File: src/ctp_pkg.sv
// types, record codes and helpers shared by the trajectory parser
// no dependencies
package ctp_pkg;

   localparam int unsigned NumAxes = 4;

   typedef enum logic [1:0] {
      REC_START  = 2'd0,
      REC_HEADER = 2'd1,
      REC_POINT  = 2'd2,
      REC_END    = 2'd3
   } record_kind_type;

   typedef struct packed {
      logic [7:0] data_byte;
      logic       restart;
   } req_item_type;

   typedef struct packed {
      record_kind_type    record_kind;
      logic [1:0]         axis;
      logic [2:0]         point_index;
      logic signed [15:0] coord_value;
      logic [1:0]         x_kind;
      logic [1:0]         y_kind;
      logic [1:0]         z_kind;
      logic [1:0]         yaw_kind;
      logic [15:0]        duration_ms;
      logic [31:0]        time_ms;
   } rsp_item_type;

   // control points stored per axis for each storage kind
   function automatic logic [2:0] points_of(input logic [1:0] kind);
      logic [2:0] n;
      unique case (kind)
         2'd0: n = 3'd0;
         2'd1: n = 3'd1;
         2'd2: n = 3'd3;
         default: n = 3'd7;
      endcase
      return n;
   endfunction

   function automatic logic [1:0] kind_of(input logic [7:0] kinds, input logic [1:0] ax);
      return kinds[{ax, 1'b0} +: 2];
   endfunction

endpackage

File: src/ctp_parser.sv
// byte parser: stream state and the record that each byte completes
// depends on ctp_pkg
module ctp_parser
   import ctp_pkg::*;
(
   input  logic         clock,
   input  logic         reset,
   input  logic         step_en,
   input  req_item_type item,
   output logic         rec_valid,
   output rsp_item_type rec
);

   typedef enum logic [2:0] {
      PH_START    = 3'd0,
      PH_HEADER   = 3'd1,
      PH_DURATION = 3'd2,
      PH_POINTS   = 3'd3,
      PH_DONE     = 3'd4
   } phase_type;

   phase_type   phase_ff, phase_in, phase_e;
   logic [7:0]  low_ff, low_in, low_e;
   logic [7:0]  kinds_ff, kinds_in, kinds_e;
   logic [31:0] elapsed_ff, elapsed_in, elapsed_e;
   logic [1:0]  axis_ff, axis_in, axis_e;
   logic [2:0]  point_ff, point_in, point_e;
   logic        parity_ff, parity_in, parity_e;

   logic [15:0] word;
   logic [2:0]  next_axis;
   logic [3:0]  point_next;

   // first axis at or after start with control points, 4 when none
   function automatic logic [2:0] axis_from(input logic [7:0] kinds, input logic [2:0] start);
      logic [2:0] found;
      found = 3'd4;
      for (int a = NumAxes - 1; a >= 0; a--) begin
         if (3'(a) >= start && points_of(kind_of(kinds, 2'(a))) != 3'd0) begin
            found = 3'(a);
         end
      end
      return found;
   endfunction

   always_comb begin
      if (item.restart) begin
         phase_e   = PH_START;
         low_e     = '0;
         kinds_e   = '0;
         elapsed_e = '0;
         axis_e    = '0;
         point_e   = '0;
         parity_e  = 1'b0;
      end else begin
         phase_e   = phase_ff;
         low_e     = low_ff;
         kinds_e   = kinds_ff;
         elapsed_e = elapsed_ff;
         axis_e    = axis_ff;
         point_e   = point_ff;
         parity_e  = parity_ff;
      end

      phase_in   = phase_e;
      low_in     = low_e;
      kinds_in   = kinds_e;
      elapsed_in = elapsed_e;
      axis_in    = axis_e;
      point_in   = point_e;
      parity_in  = parity_e;
      rec_valid  = 1'b0;
      rec        = '0;
      word       = {item.data_byte, low_e};
      next_axis  = '0;
      point_next = {1'b0, point_e} + 4'd1;

      if (phase_e == PH_DONE) begin
         // trajectory ended, bytes ignored until restart
      end else if (phase_e == PH_HEADER) begin
         kinds_in  = item.data_byte;
         parity_in = 1'b0;
         phase_in  = PH_DURATION;
      end else if (!parity_e) begin
         low_in    = item.data_byte;
         parity_in = 1'b1;
      end else begin
         parity_in = 1'b0;
         rec_valid = 1'b1;
         unique case (phase_e)
            PH_START: begin
               rec.record_kind = REC_START;
               rec.axis        = axis_e;
               rec.coord_value = word;
               if (axis_e == 2'd3) begin
                  axis_in  = '0;
                  phase_in = PH_HEADER;
               end else begin
                  axis_in = axis_e + 2'd1;
               end
            end
            PH_DURATION: begin
               if (word == '0) begin
                  rec.record_kind = REC_END;
                  rec.time_ms     = elapsed_e;
                  phase_in        = PH_DONE;
               end else begin
                  rec.record_kind = REC_HEADER;
                  rec.x_kind      = kind_of(kinds_e, 2'd0);
                  rec.y_kind      = kind_of(kinds_e, 2'd1);
                  rec.z_kind      = kind_of(kinds_e, 2'd2);
                  rec.yaw_kind    = kind_of(kinds_e, 2'd3);
                  rec.duration_ms = word;
                  rec.time_ms     = elapsed_e;
                  elapsed_in      = elapsed_e + {16'd0, word};
                  point_in        = '0;
                  next_axis       = axis_from(kinds_e, 3'd0);
                  if (next_axis[2]) begin
                     axis_in  = '0;
                     phase_in = PH_HEADER;
                  end else begin
                     axis_in  = next_axis[1:0];
                     phase_in = PH_POINTS;
                  end
               end
            end
            PH_POINTS: begin
               rec.record_kind = REC_POINT;
               rec.axis        = axis_e;
               rec.point_index = point_next[2:0];
               rec.coord_value = word;
               if (point_next < {1'b0, points_of(kind_of(kinds_e, axis_e))}) begin
                  point_in = point_next[2:0];
               end else begin
                  point_in  = '0;
                  next_axis = axis_from(kinds_e, {1'b0, axis_e} + 3'd1);
                  if (next_axis[2]) begin
                     axis_in  = '0;
                     phase_in = PH_HEADER;
                  end else begin
                     axis_in = next_axis[1:0];
                  end
               end
            end
            default: begin
               rec_valid = 1'b0;
            end
         endcase
      end
   end

   always_ff @(posedge clock) begin
      if (reset) begin
         phase_ff   <= PH_START;
         low_ff     <= '0;
         kinds_ff   <= '0;
         elapsed_ff <= '0;
         axis_ff    <= '0;
         point_ff   <= '0;
         parity_ff  <= 1'b0;
      end else if (step_en) begin
         phase_ff   <= phase_in;
         low_ff     <= low_in;
         kinds_ff   <= kinds_in;
         elapsed_ff <= elapsed_in;
         axis_ff    <= axis_in;
         point_ff   <= point_in;
         parity_ff  <= parity_in;
      end
   end

endmodule

File: src/compressed_trajectory_parser.sv
// compressed trajectory parser top level: input register, parser, result register
// depends on ctp_pkg and ctp_parser
//
//   channel | direction | transaction
//   req     | in        | one stream byte with restart flag (req_item_type)
//   rsp     | out       | one parsed record (rsp_item_type)
//
// one byte per cycle sustained while rsp_stall does not hold back the result register
// a byte is first registered in the input register, then the parser state and the
// result register update together once the result register can take a record
// synchronous reset clears the parser state and both valid flags
// rsp_stall holds the result register while it holds a record and, when the input
// register is full as well, raises req_stall in the same cycle
module compressed_trajectory_parser
   import ctp_pkg::*;
(
   input  logic         clock,
   input  logic         reset,
   input  logic         req_valid,
   output logic         req_stall,
   input  req_item_type req_data,
   output logic         rsp_valid,
   input  logic         rsp_stall,
   output rsp_item_type rsp_data
);

   logic         in_valid_ff, in_valid_in;
   req_item_type in_item_ff;
   logic         out_valid_ff, out_valid_in;
   rsp_item_type out_item_ff;
   logic         advance;
   logic         step_en;
   logic         rec_valid;
   rsp_item_type rec;

   assign advance     = !out_valid_ff || !rsp_stall;
   assign step_en     = in_valid_ff && advance;
   assign req_stall   = in_valid_ff && !advance;
   assign in_valid_in = req_valid || (in_valid_ff && !advance);
   assign out_valid_in = step_en ? rec_valid : (out_valid_ff && rsp_stall);

   ctp_parser u_parser (
      .clock     (clock),
      .reset     (reset),
      .step_en   (step_en),
      .item      (in_item_ff),
      .rec_valid (rec_valid),
      .rec       (rec)
   );

   always_ff @(posedge clock) begin
      if (reset) begin
         in_valid_ff  <= 1'b0;
         out_valid_ff <= 1'b0;
      end else begin
         in_valid_ff  <= in_valid_in;
         out_valid_ff <= out_valid_in;
      end
   end

   always_ff @(posedge clock) begin
      if (req_valid && !req_stall) begin
         in_item_ff <= req_data;
      end
      if (step_en && rec_valid) begin
         out_item_ff <= rec;
      end
   end

   assign rsp_valid = out_valid_ff;
   assign rsp_data  = out_item_ff;

endmodule

File: config.mk
export PLATFORM = sky130hd
export DESIGN_NAME = compressed_trajectory_parser
export DESIGN_NICKNAME = d
export VERILOG_FILES = /design/src/ctp_pkg.sv /design/src/ctp_parser.sv /design/src/compressed_trajectory_parser.sv
export SDC_FILE = /design/constraint.sdc
export NUM_CORES = 1
export LEC_CHECK = 0
export ABC_CLOCK_PERIOD_IN_PS = 9000
export BUFFER_PORTS_ARGS = -buffer_cell sky130_fd_sc_hd__buf_2
export CORE_MARGIN = 2
export CORE_UTILIZATION = 55
export CTS_CLUSTER_DIAMETER = 50
export DETAILED_ROUTE_END_ITERATION = 12
export GPL_TIMING_DRIVEN = 0
export MAX_ROUTING_LAYER = met4
export PLACE_DENSITY = 0.76
export SLEW_MARGIN = 15
export SYNTH_ARGS = -nofsm -noshare
export SYNTH_HDL_FRONTEND = slang
export SYNTH_SLANG_ARGS = --single-unit
File: constraint.sdc
create_clock -name clock -period 9 [get_ports clock]
set_clock_uncertainty 0.1 [all_clocks]
set_input_delay 1.35 -clock clock [delete_from_list [all_inputs] [get_ports clock]]
set_output_delay 1.35 -clock clock [all_outputs]
set_load 0.01 [all_outputs]
==> results.sh, run 1 <==
export IMPL_status="completed"
export IMPL_fin_nets=852
export IMPL_synth_area_um2=7330
export IMPL_ant_nets=0
export IMPL_initial_core_util_pct=55.8
export IMPL_dpl_cell_area_um2=8080
export IMPL_report_final_slew_viol_count=0
export IMPL_die_w_um=119
export IMPL_p_leak_nw=3.60
export IMPL_multi_input_area_um2=3290
export IMPL_peakVddDrop_v=0.000112
export IMPL_place_inst=973
export IMPL_sw_frac_of_total_pct=24.0
export IMPL_synth_edf_count=88
export IMPL_core_um2=13100
export IMPL_preCtsSetupSlack_ns=4.25
export IMPL_ys_seq_area_share_pct=52.1
export IMPL_drive_above_1_share_pct=18.1
export IMPL_drtPass1Iterations=5
export IMPL_dp_hpwl_mm=13.9
export IMPL_crit_path_start_kind="flip-flop"
export IMPL_netSwitchingPower_mw=0.344
export IMPL_cp_max_fo=10
export IMPL_ys_seq_elements=147
export IMPL_cts_hold_buf=0
export IMPL_grt_pass1_wl_mm=30.8
export IMPL_num_vias=6128
export IMPL_seqPwrFrac_pct=50.8
export IMPL_antenna_found_initial=0
export IMPL_dieArea_um2=14300
export IMPL_hold_viol_final=0
export IMPL_synthTopCellsByArea="edfxtp_1, dfxtp_1, and3_1"
export IMPL_total_power_mw=1.44
export IMPL_async_flop_share_pct=0
export IMPL_insertion_delay_ns=0.44
export IMPL_p_int_mw=1.09
export IMPL_power_density_nw_per_um2=167
export IMPL_final_cell_area_um2=8600
export IMPL_wl_per_cell_um=19.5
export IMPL_crit_arrival_ns=5.25
export IMPL_cts_buffer_depth=2
export IMPL_row_count=42
export IMPL_synth_net_count=733
export IMPL_tightest_slew_ns=1.12
export IMPL_crit_type="reg -> reg"
export IMPL_track_usage_pct=28.8
export IMPL_synth_avg_cell_area_um2=10.5
export IMPL_port_buffers=93
export IMPL_drtIter0Drc=580
export IMPL_synth_common_cells="edfxtp_1, and3_1, nor2_1"
export IMPL_hold_class="reg -> reg"
export IMPL_place_congestion=0.961
export IMPL_grt_max_degree=17
export IMPL_timing_max_cap_violations=0
export IMPL_wl_mm=19.6
export IMPL_nFillCells=1056
export IMPL_n_antenna_cell=0
export IMPL_numCtsBuffers=17
export IMPL_post_cts_resized=0
export IMPL_ios=94
export IMPL_area_growth_pct=17.2
export IMPL_period_minus_slack_ns=4.97
export IMPL_pwr_share_comb_pct=5.3
export IMPL_rsz0062_at_grt="false"
export IMPL_ys_flop_type="edfxtp_1"
export IMPL_clkSinkCount=147
export IMPL_htreeDepth=4
export IMPL_synth_top_cell_area_share_pct=36.0
export IMPL_max_freq_mhz=201
export IMPL_clkSlewWorstSetupHoldPaths_ns=0.06
export IMPL_yosysMostFrequentCell="edfxtp_1"
export IMPL_holdWs_ns=0.388
export IMPL_ctsRootBufferMaster="clkbuf_16"
export IMPL_instances_no_fill=1005
export IMPL_grt_overflow=0
export IMPL_slew_headroom_pct=25.0
export IMPL_crit_path_end_kind="flip-flop"
export IMPL_die_h_um=119
export IMPL_worst_ep_required_time_ns=9.28
export IMPL_clockPowerShare_pct=43.9
export IMPL_first_global_vias=5811
export IMPL_period_share_pct=55.3
export IMPL_via_per_inst=6.10
export IMPL_post_cts_buffers=0
export IMPL_synth_top_area_cell="edfxtp_1"
export IMPL_synth_warnings=0
export IMPL_setup_violations=0
export IMPL_drc=0
export IMPL_final_setup_worst_slack_ns=4.03
export IMPL_ff_latch_area_um2=3820
export IMPL_cts_tree="done"
export IMPL_synth_cells=697
export IMPL_synth_cell_type_count=71
metal layers:
metal / up-vias / GRT usage (%) / wire (um)
li1: 2844 / - / -
met1: 2963 / 38.2 / 8370
met2: 278 / 44.0 / 9400
met3: 43 / 6.66 / 1390
met4: 0 / 9.56 / 472
met5: - / - / 0
state kept, by name (all words and copies together) (netlist names):
name                 cells
rsp_valid                1
rsp_data                79
u_parser.kinds_ff        8
u_parser.elapsed_ff     32
in_valid_ff              1
u_parser.low_ff          8
u_parser.phase_ff        3
u_parser.parity_ff       1
in_item_ff               9
u_parser.point_ff        3
u_parser.axis_ff         2
stage by stage:
step	util [%]	setup TNS, ns
floorplan	-	0
global placement	61.0	-94.22
detailed placement	61.5	0
CTS	65.4	0
global route	65.4	0
finish	65.4	0
area by class of cell:
cell class	count	share of cell area (%)
Timing Repair Buffer	100	6.07
Tap cell	176	2.56
Sequential cell	147	44.5
Clock buffer	20	5.08
Buffer	44	2.12
Multi-Input combinational cell	495	38.3
Clock inverter	12	0.931
Inverter	11	0.480
worst max-delay path: stages (launching register included):
cell	delay [ns]
edfxtp_1	0.31
buf_2	0.28
clkbuf_1	0.44
buf_1	0.48
clkbuf_1	0.65
nor2b_1	0.24
fa_1	0.52
a211oi_1	0.41
o211ai_1	0.18
a31oi_1	0.56
a2111oi_4	0.20
buf_6	0.19
a211o_1	0.29
nand2_1	0.06
placed cells by master (no fill, tap or decap), types with 4 or more instances in the layout:
cell / synthesis / routed
dfxtp_1: 59 / 59
o31a_1: 4 / 4
and3_1: 68 / 68
xor2_1: 4 / 4
nand4_1: 7 / 7
a21o_1: 7 / 7
nor3_1: 14 / 13
buf_2: 8 / 101
o211ai_1: 11 / 11
nor2_1: 60 / 60
inv_6: 0 / 4
a22o_1: 7 / 7
a21oi_1: 35 / 35
and2_1: 27 / 27
o21ai_0: 19 / 19
clkbuf_1: 34 / 37
mux2i_1: 12 / 12
buf_4: 0 / 6
xnor2_1: 11 / 11
ha_1: 22 / 22
nor2b_1: 35 / 35
inv_1: 10 / 10
a31oi_1: 4 / 4
a211oi_1: 8 / 8
nand3_1: 9 / 9
edfxtp_1: 88 / 88
nor4_1: 8 / 8
nand2_1: 43 / 43
a22oi_1: 15 / 15
clkbuf_16: 0 / 17
path summary, 6_finish.rpt:
check,start,endpoint,slack (ns),depth (start not counted)
worst min register to register,u_parser.elapsed_ff[12]$_SDFFE_PP0P_,u_parser.elapsed_ff[12]$_SDFFE_PP0P_,0.39,1
worst max-delay path,in_item_ff[0]$_DFFE_PP_,u_parser.elapsed_ff[20]$_SDFFE_PP0P_,4.03,13
worst min-delay path,u_parser.elapsed_ff[12]$_SDFFE_PP0P_,u_parser.elapsed_ff[12]$_SDFFE_PP0P_,0.39,1
worst max register to register,in_item_ff[0]$_DFFE_PP_,u_parser.elapsed_ff[20]$_SDFFE_PP0P_,4.03,13
kinds of logic (layout without fill, tap and decap cells):
kind of cell | after synthesis | count (layout) | share of synthesized area (%)
compound gates | 149 | 149 | 14.5
xor+xnor | 15 | 15 | 1.79
fa+ha+maj | 23 | 23 | 4.03
buf+inv | 55 | 187 | 3.05
flops | 147 | 147 | 52.1
mux | 17 | 17 | 2.82
simple gates | 291 | 291 | 21.7
power groups by stage:
stage          Sequential, mW  Clock [mW]  Combinational, mW
2_1_floorplan           0.739           0             0.0477
3_3_place_gp            0.744           0             0.0720
3_5_place_dp            0.743           0             0.0741
4_1_cts                 0.729       0.633             0.0745
5_1_grt                 0.730       0.664             0.0825
6_report                0.729       0.630             0.0762
(Power assumes the default switching activity.)
==> run 2, diff against run 1 <==
Settings changed: ABC_CLOCK_PERIOD_IN_PS 9000 to 4200, CORE_UTILIZATION 55 to 53, PLACE_DENSITY 0.76 to 0.77.
Clock period 9 ns to 4.2 ns, I/O delays scaled along.
==> run 2 against run 1 <==
  * Design area increased by 1.7%
  * Non-clock buffer count shrank 3
  * Setup slack got worse by 3.8 ns
  * Global-route usage down 0.77 points
  * Register-to-register slack worse by 3.8 ns
  * Critical endpoint is now u_parser.elapsed_ff[21]$_SDFFE_PP0P_
  * Largest cell class unchanged
==> results.sh, run 2 (synthesis gave the netlist of run 1 again) <==
export IMPL_htreeDepth=4
export IMPL_antenna_found_initial=0
export IMPL_tns_ns=0
export IMPL_slew_headroom_pct=21.3
export IMPL_timing_max_cap_violations=0
export IMPL_ios=94
export IMPL_rsz0062_at_grt="false"
export IMPL_report_final_slew_viol_count=0
export IMPL_area_growth_pct=19.2
export IMPL_fin_nets=849
export IMPL_track_usage_pct=28.0
export IMPL_wl_mm=19.4
export IMPL_tightest_slew_ns=1.18
export IMPL_final_setup_worst_slack_ns=0.249
export IMPL_instances_no_fill=1002
export IMPL_nFillCells=1087
export IMPL_grt_pass1_wl_mm=30.8
export IMPL_drtPass1Iterations=6
export IMPL_initial_core_util_pct=54.7
export IMPL_grt_max_degree=20
export IMPL_crit_type="reg -> reg"
export IMPL_die_w_um=122
export IMPL_crit_path_end_kind="flip-flop"
export IMPL_post_cts_buffers=0
export IMPL_n_antenna_cell=0
export IMPL_layout_commonest_cell="buf_2"
export IMPL_cp_max_fo=19
export IMPL_period_minus_slack_ns=3.95
export IMPL_clkSlewWorstSetupHoldPaths_ns=0.06
export IMPL_worst_ep_required_time_ns=4.41
export IMPL_dp_hpwl_mm=13.6
export IMPL_max_freq_mhz=253
export IMPL_die_h_um=122
export IMPL_ctsRootBufferMaster="clkbuf_16"
export IMPL_clkSinkCount=147
export IMPL_total_power_mw=3.30
export IMPL_core_um2=13400
export IMPL_hold_class="in -> reg"
export IMPL_wl_per_cell_um=19.3
export IMPL_setup_violations=0
export IMPL_drc=0
export IMPL_post_cts_resized=4
export IMPL_dieArea_um2=14800
export IMPL_first_global_vias=5987
export IMPL_peakVddDrop_v=0.000257
export IMPL_row_count=42
export IMPL_status="completed"
export IMPL_crit_path_start_kind="flip-flop"
export IMPL_insertion_delay_ns=0.44
export IMPL_cts_buffer_depth=2
export IMPL_num_vias=6112
export IMPL_holdWs_ns=0.268
export IMPL_power_density_nw_per_um2=378
export IMPL_drive_above_1_share_pct=19.1
export IMPL_ant_nets=0
export IMPL_crit_arrival_ns=4.16
export IMPL_place_congestion=0.947
export IMPL_p_leak_nw=3.67
export IMPL_hold_viol_final=0
export IMPL_largest_reg_flops=79
export IMPL_layout_common_cells="buf_2, edfxtp_1, and3_1, nor2_1, dfxtp_1"
export IMPL_grt_overflow=0
export IMPL_port_buffers=93
export IMPL_numCtsBuffers=17
export IMPL_cts_hold_buf=0
export IMPL_ff2ff_setup_slack_ns=0.25
export IMPL_preCtsSetupSlack_ns=-0.553
export IMPL_via_per_inst=6.10
export IMPL_drtIter0Drc=719
export IMPL_place_inst=971
export IMPL_period_share_pct=94.1
export IMPL_cts_tree="done"
## run 2: cell types whose count changed in the layout (fill, tap and decap cells not counted), moves of 3 or more
cell        delta
clkbuf_2       +5
clkbuf_1       -8
buf_4          -6
bufinv_16      +3
buf_8          +4
clkinvlp_4     -3
clkinv_4       +3
## run 2: stage by stage
step | instance area, um^2 | utilization (%)
floorplan | 7340 | -
global placement | 8030 | 59.9
detailed placement | 8120 | 60.6
CTS | 8740 | 65.2
global route | 8740 | 65.2
finish | 8740 | 65.2
## run 2: worst paths after layout
check / cells past startpoint / endpoint / start
worst max-delay path: 12 / u_parser.elapsed_ff[21]$_SDFFE_PP0P_ / in_item_ff[0]$_DFFE_PP_
worst max register to register: 12 / u_parser.elapsed_ff[21]$_SDFFE_PP0P_ / in_item_ff[0]$_DFFE_PP_
worst min-delay path: 1 / in_item_ff[3]$_DFFE_PP_ / req_data[3]
worst min register to register: 1 / u_parser.elapsed_ff[9]$_SDFFE_PP0P_ / u_parser.elapsed_ff[9]$_SDFFE_PP0P_
## run 2: power by group
group          internal [mW]  switching (mW)  leakage [nW]  total, mW
Clock                  0.957           0.617         0.303       1.57
Combinational         0.0528           0.112          2.02      0.165
Sequential              1.54          0.0260          1.35       1.56
## run 2: worst max-delay path, cell delays in order (launching register included)
cell       delay (ns)
edfxtp_1         0.31
buf_2            0.37
clkbuf_2         0.33
clkbuf_2         0.36
nor2b_1          0.17
ha_1             0.32
a211oi_1         0.31
o211ai_1         0.25
and3_1           0.31
o211a_1          0.24
buf_2            0.18
o2111ai_1        0.21
mux2_1           0.35
## run 2: area by class of cell
class	instances	area (um^2)	area share (%)
buffer	43	185	2.12
clock buffer	18	439	5.03
clock inverter	14	174	1.99
inverter	11	41.3	0.472
multi-input combinational	495	3300	37.8
sequential	147	3820	43.8
tap	176	220	2.52
timing repair buffer	98	553	6.33
## run 2: routing by layer
| metal | GRT usage [%] | part of all wire, % | vias to the layer above | routed length [um] |
|---|---|---|---|---|
| li1 | - | - | 2829 | - |
| met1 | 35.6 | 43 | 2972 | 8290 |
| met2 | 43.6 | 48 | 269 | 9240 |
| met3 | 6.74 | 7.1 | 42 | 1370 |
| met4 | 11.2 | 2.5 | 0 | 488 |
| met5 | - | 0 | - | 0 |
==> run 3, diff against run 2 <==
Settings changed: CORE_MARGIN 2 to 4.
==> run 3 against run 2 <==
  * Highest routed layer unchanged
  * Critical endpoint is now u_parser.elapsed_ff[22]$_SDFFE_PP0P_
  * Cell count unchanged
  * Fmax is 1.7% higher
  * Via count is 0.77% higher
  * Power shrank 1.8%
  * Clock power is 3% lower
  * Register-to-register slack improved by 0.07 ns
  * Combinational power hardly changed
  * Wire length rose by 2.1%
  * Sequential power hardly changed
==> results.sh, run 3 (synthesis gave the netlist of run 1 again) <==
export IMPL_layout_commonest_cell="buf_2"
export IMPL_final_cell_area_um2=8700
export IMPL_timing_max_cap_violations=0
export IMPL_tns_ns=0
export IMPL_cp_common_cell="buf_2"
export IMPL_die_w_um=126
export IMPL_port_buffers=93
export IMPL_dieArea_um2=15800
export IMPL_place_inst=971
export IMPL_numCtsBuffers=17
export IMPL_tightest_slew_ns=1.08
export IMPL_drc=0
export IMPL_track_usage_pct=25.8
export IMPL_grt_pass1_wl_mm=31.2
export IMPL_wl_per_cell_um=19.8
export IMPL_drive_above_1_share_pct=19.1
export IMPL_place_congestion=0.918
export IMPL_largest_reg_flops=79
export IMPL_rsz0062_at_grt="false"
export IMPL_pwr_share_comb_pct=5.1
export IMPL_crit_path_max_incr_delay_ns=0.44
export IMPL_netSwitchingPower_mw=0.759
export IMPL_preCtsSetupSlack_ns=-0.516
export IMPL_final_setup_worst_slack_ns=0.315
export IMPL_ant_nets=0
export IMPL_hold_class="in -> reg"
export IMPL_sw_frac_of_total_pct=23.4
export IMPL_p_int_mw=2.48
export IMPL_die_h_um=126
export IMPL_via_per_inst=6.15
export IMPL_hold_viol_final=0
export IMPL_ios=94
export IMPL_antenna_found_initial=0
export IMPL_path_cells="buf_2 > buf_2 > clkbuf_2 > nor2b_1 > ha_1 > fa_1 > a211oi_1 > o211ai_1 > a31oi_2 > a2111oi_4 > buf_6 > a211o_1 > nand2_1"
export IMPL_initial_core_util_pct=54.7
export IMPL_core_um2=13400
export IMPL_crit_arrival_ns=4.16
export IMPL_clkSinkCount=147
export IMPL_crit_slowest_cell="fa_1"
export IMPL_n_antenna_cell=0
export IMPL_insertion_delay_ns=0.43
export IMPL_num_vias=6159
export IMPL_worst_ep_required_time_ns=4.47
export IMPL_dp_hpwl_mm=14.3
export IMPL_dpl_cell_area_um2=8100
export IMPL_htreeDepth=4
export IMPL_hold_depth=1
export IMPL_max_freq_mhz=257
export IMPL_instances_no_fill=1002
export IMPL_clkSlewWorstSetupHoldPaths_ns=0.06
export IMPL_cts_tree="done"
export IMPL_crit_type="reg -> reg"
export IMPL_wl_mm=19.8
export IMPL_grt_overflow=0
export IMPL_period_minus_slack_ns=3.89
export IMPL_power_density_nw_per_um2=373
export IMPL_report_final_slew_viol_count=0
export IMPL_r2r_cells=13
export IMPL_crit_path_end_kind="flip-flop"
export IMPL_drtIter0Drc=694
export IMPL_crit_path_start_kind="flip-flop"
export IMPL_seqPwrFrac_pct=48.2
export IMPL_layout_common_cells="buf_2, edfxtp_1, and3_1, nor2_1, dfxtp_1"
export IMPL_fin_nets=849
export IMPL_peakVddDrop_v=0.000246
export IMPL_row_count=42
export IMPL_cp_max_fo=19
export IMPL_cts_buffer_depth=2
export IMPL_p_leak_nw=3.64
export IMPL_ctsRootBufferMaster="clkbuf_16"
export IMPL_first_global_vias=5870
export IMPL_grt_max_degree=21
export IMPL_fin_util_pct=64.9
export IMPL_slew_headroom_pct=28.2
export IMPL_drtPass1Iterations=6
export IMPL_setup_violations=0
export IMPL_status="completed"
export IMPL_cts_hold_buf=0
export IMPL_period_share_pct=92.5
export IMPL_area_growth_pct=18.6
export IMPL_clockPowerShare_pct=46.7
## run 3: cell types whose count changed in the layout (fill, tap and decap cells not counted), sizes merged
cell      delta
bufinv       -1
buf          +1
clkbuf       -1
clkinvlp     +3
clkinv       -2
## run 3: area by class of cell
| cell class | count | area (um^2) |
|---|---|---|
| timing repair buffer | 98 | 537 |
| buffer | 43 | 185 |
| sequential | 147 | 3820 |
| inverter | 11 | 41.3 |
| clock buffer | 18 | 439 |
| tap | 176 | 220 |
| fill | 1089 | 4700 |
| clock inverter | 14 | 151 |
| multi-input combinational | 495 | 3300 |
## run 3: path summary, 6_finish.rpt
check | startpoint | endpoint | slack (ns)
max | in_item_ff[0]$_DFFE_PP_ | u_parser.elapsed_ff[22]$_SDFFE_PP0P_ | 0.31
min | req_data[2] | in_item_ff[2]$_DFFE_PP_ | 0.27
max reg2reg | in_item_ff[0]$_DFFE_PP_ | u_parser.elapsed_ff[22]$_SDFFE_PP0P_ | 0.31
min reg2reg | u_parser.elapsed_ff[31]$_SDFFE_PP0P_ | u_parser.elapsed_ff[31]$_SDFFE_PP0P_ | 0.39
## run 3: metal layers
metal | wire [um] | track usage (%)
met5 | 0 | -
met4 | 478 | 9.18
met3 | 1460 | 5.46
met2 | 9480 | 40.8
met1 | 8380 | 33.2
## run 3: power by group through the flow
| stage | Combinational [mW] | Clock (mW) | Sequential, mW |
|---|---|---|---|
| after floorplan | 0.103 | 0 | 1.58 |
| after global placement | 0.155 | 0 | 1.59 |
| after detailed placement | 0.161 | 0 | 1.59 |
| after CTS | 0.163 | 1.53 | 1.56 |
| after global routing | 0.178 | 1.60 | 1.56 |
| final | 0.165 | 1.52 | 1.56 |
## run 3: timing repair
item                       4_1_cts  5_1_grt
resized for setup                6        0
setup buffers                    0        0
setup endpoints to repair       21       15
## run 3: critical path: cells and delay by family, from the launching register on
kind,cells,cell delay [ns]
AO/OA/AOI/OAI,5,1.36
buffers and inverters,4,1.19
adder cells (fa/ha/maj),2,0.68
flip-flops,1,0.31
AND/OR/NAND/NOR,2,0.17
## run 3: per-stage QoR
stage,hold slack [ns],power (mW)
2_1_floorplan,0.348,1.68
3_3_place_gp,0.369,1.75
3_5_place_dp,0.381,1.75
4_1_cts,0.262,3.26
5_1_grt,0.259,3.34
6_report,0.273,3.24
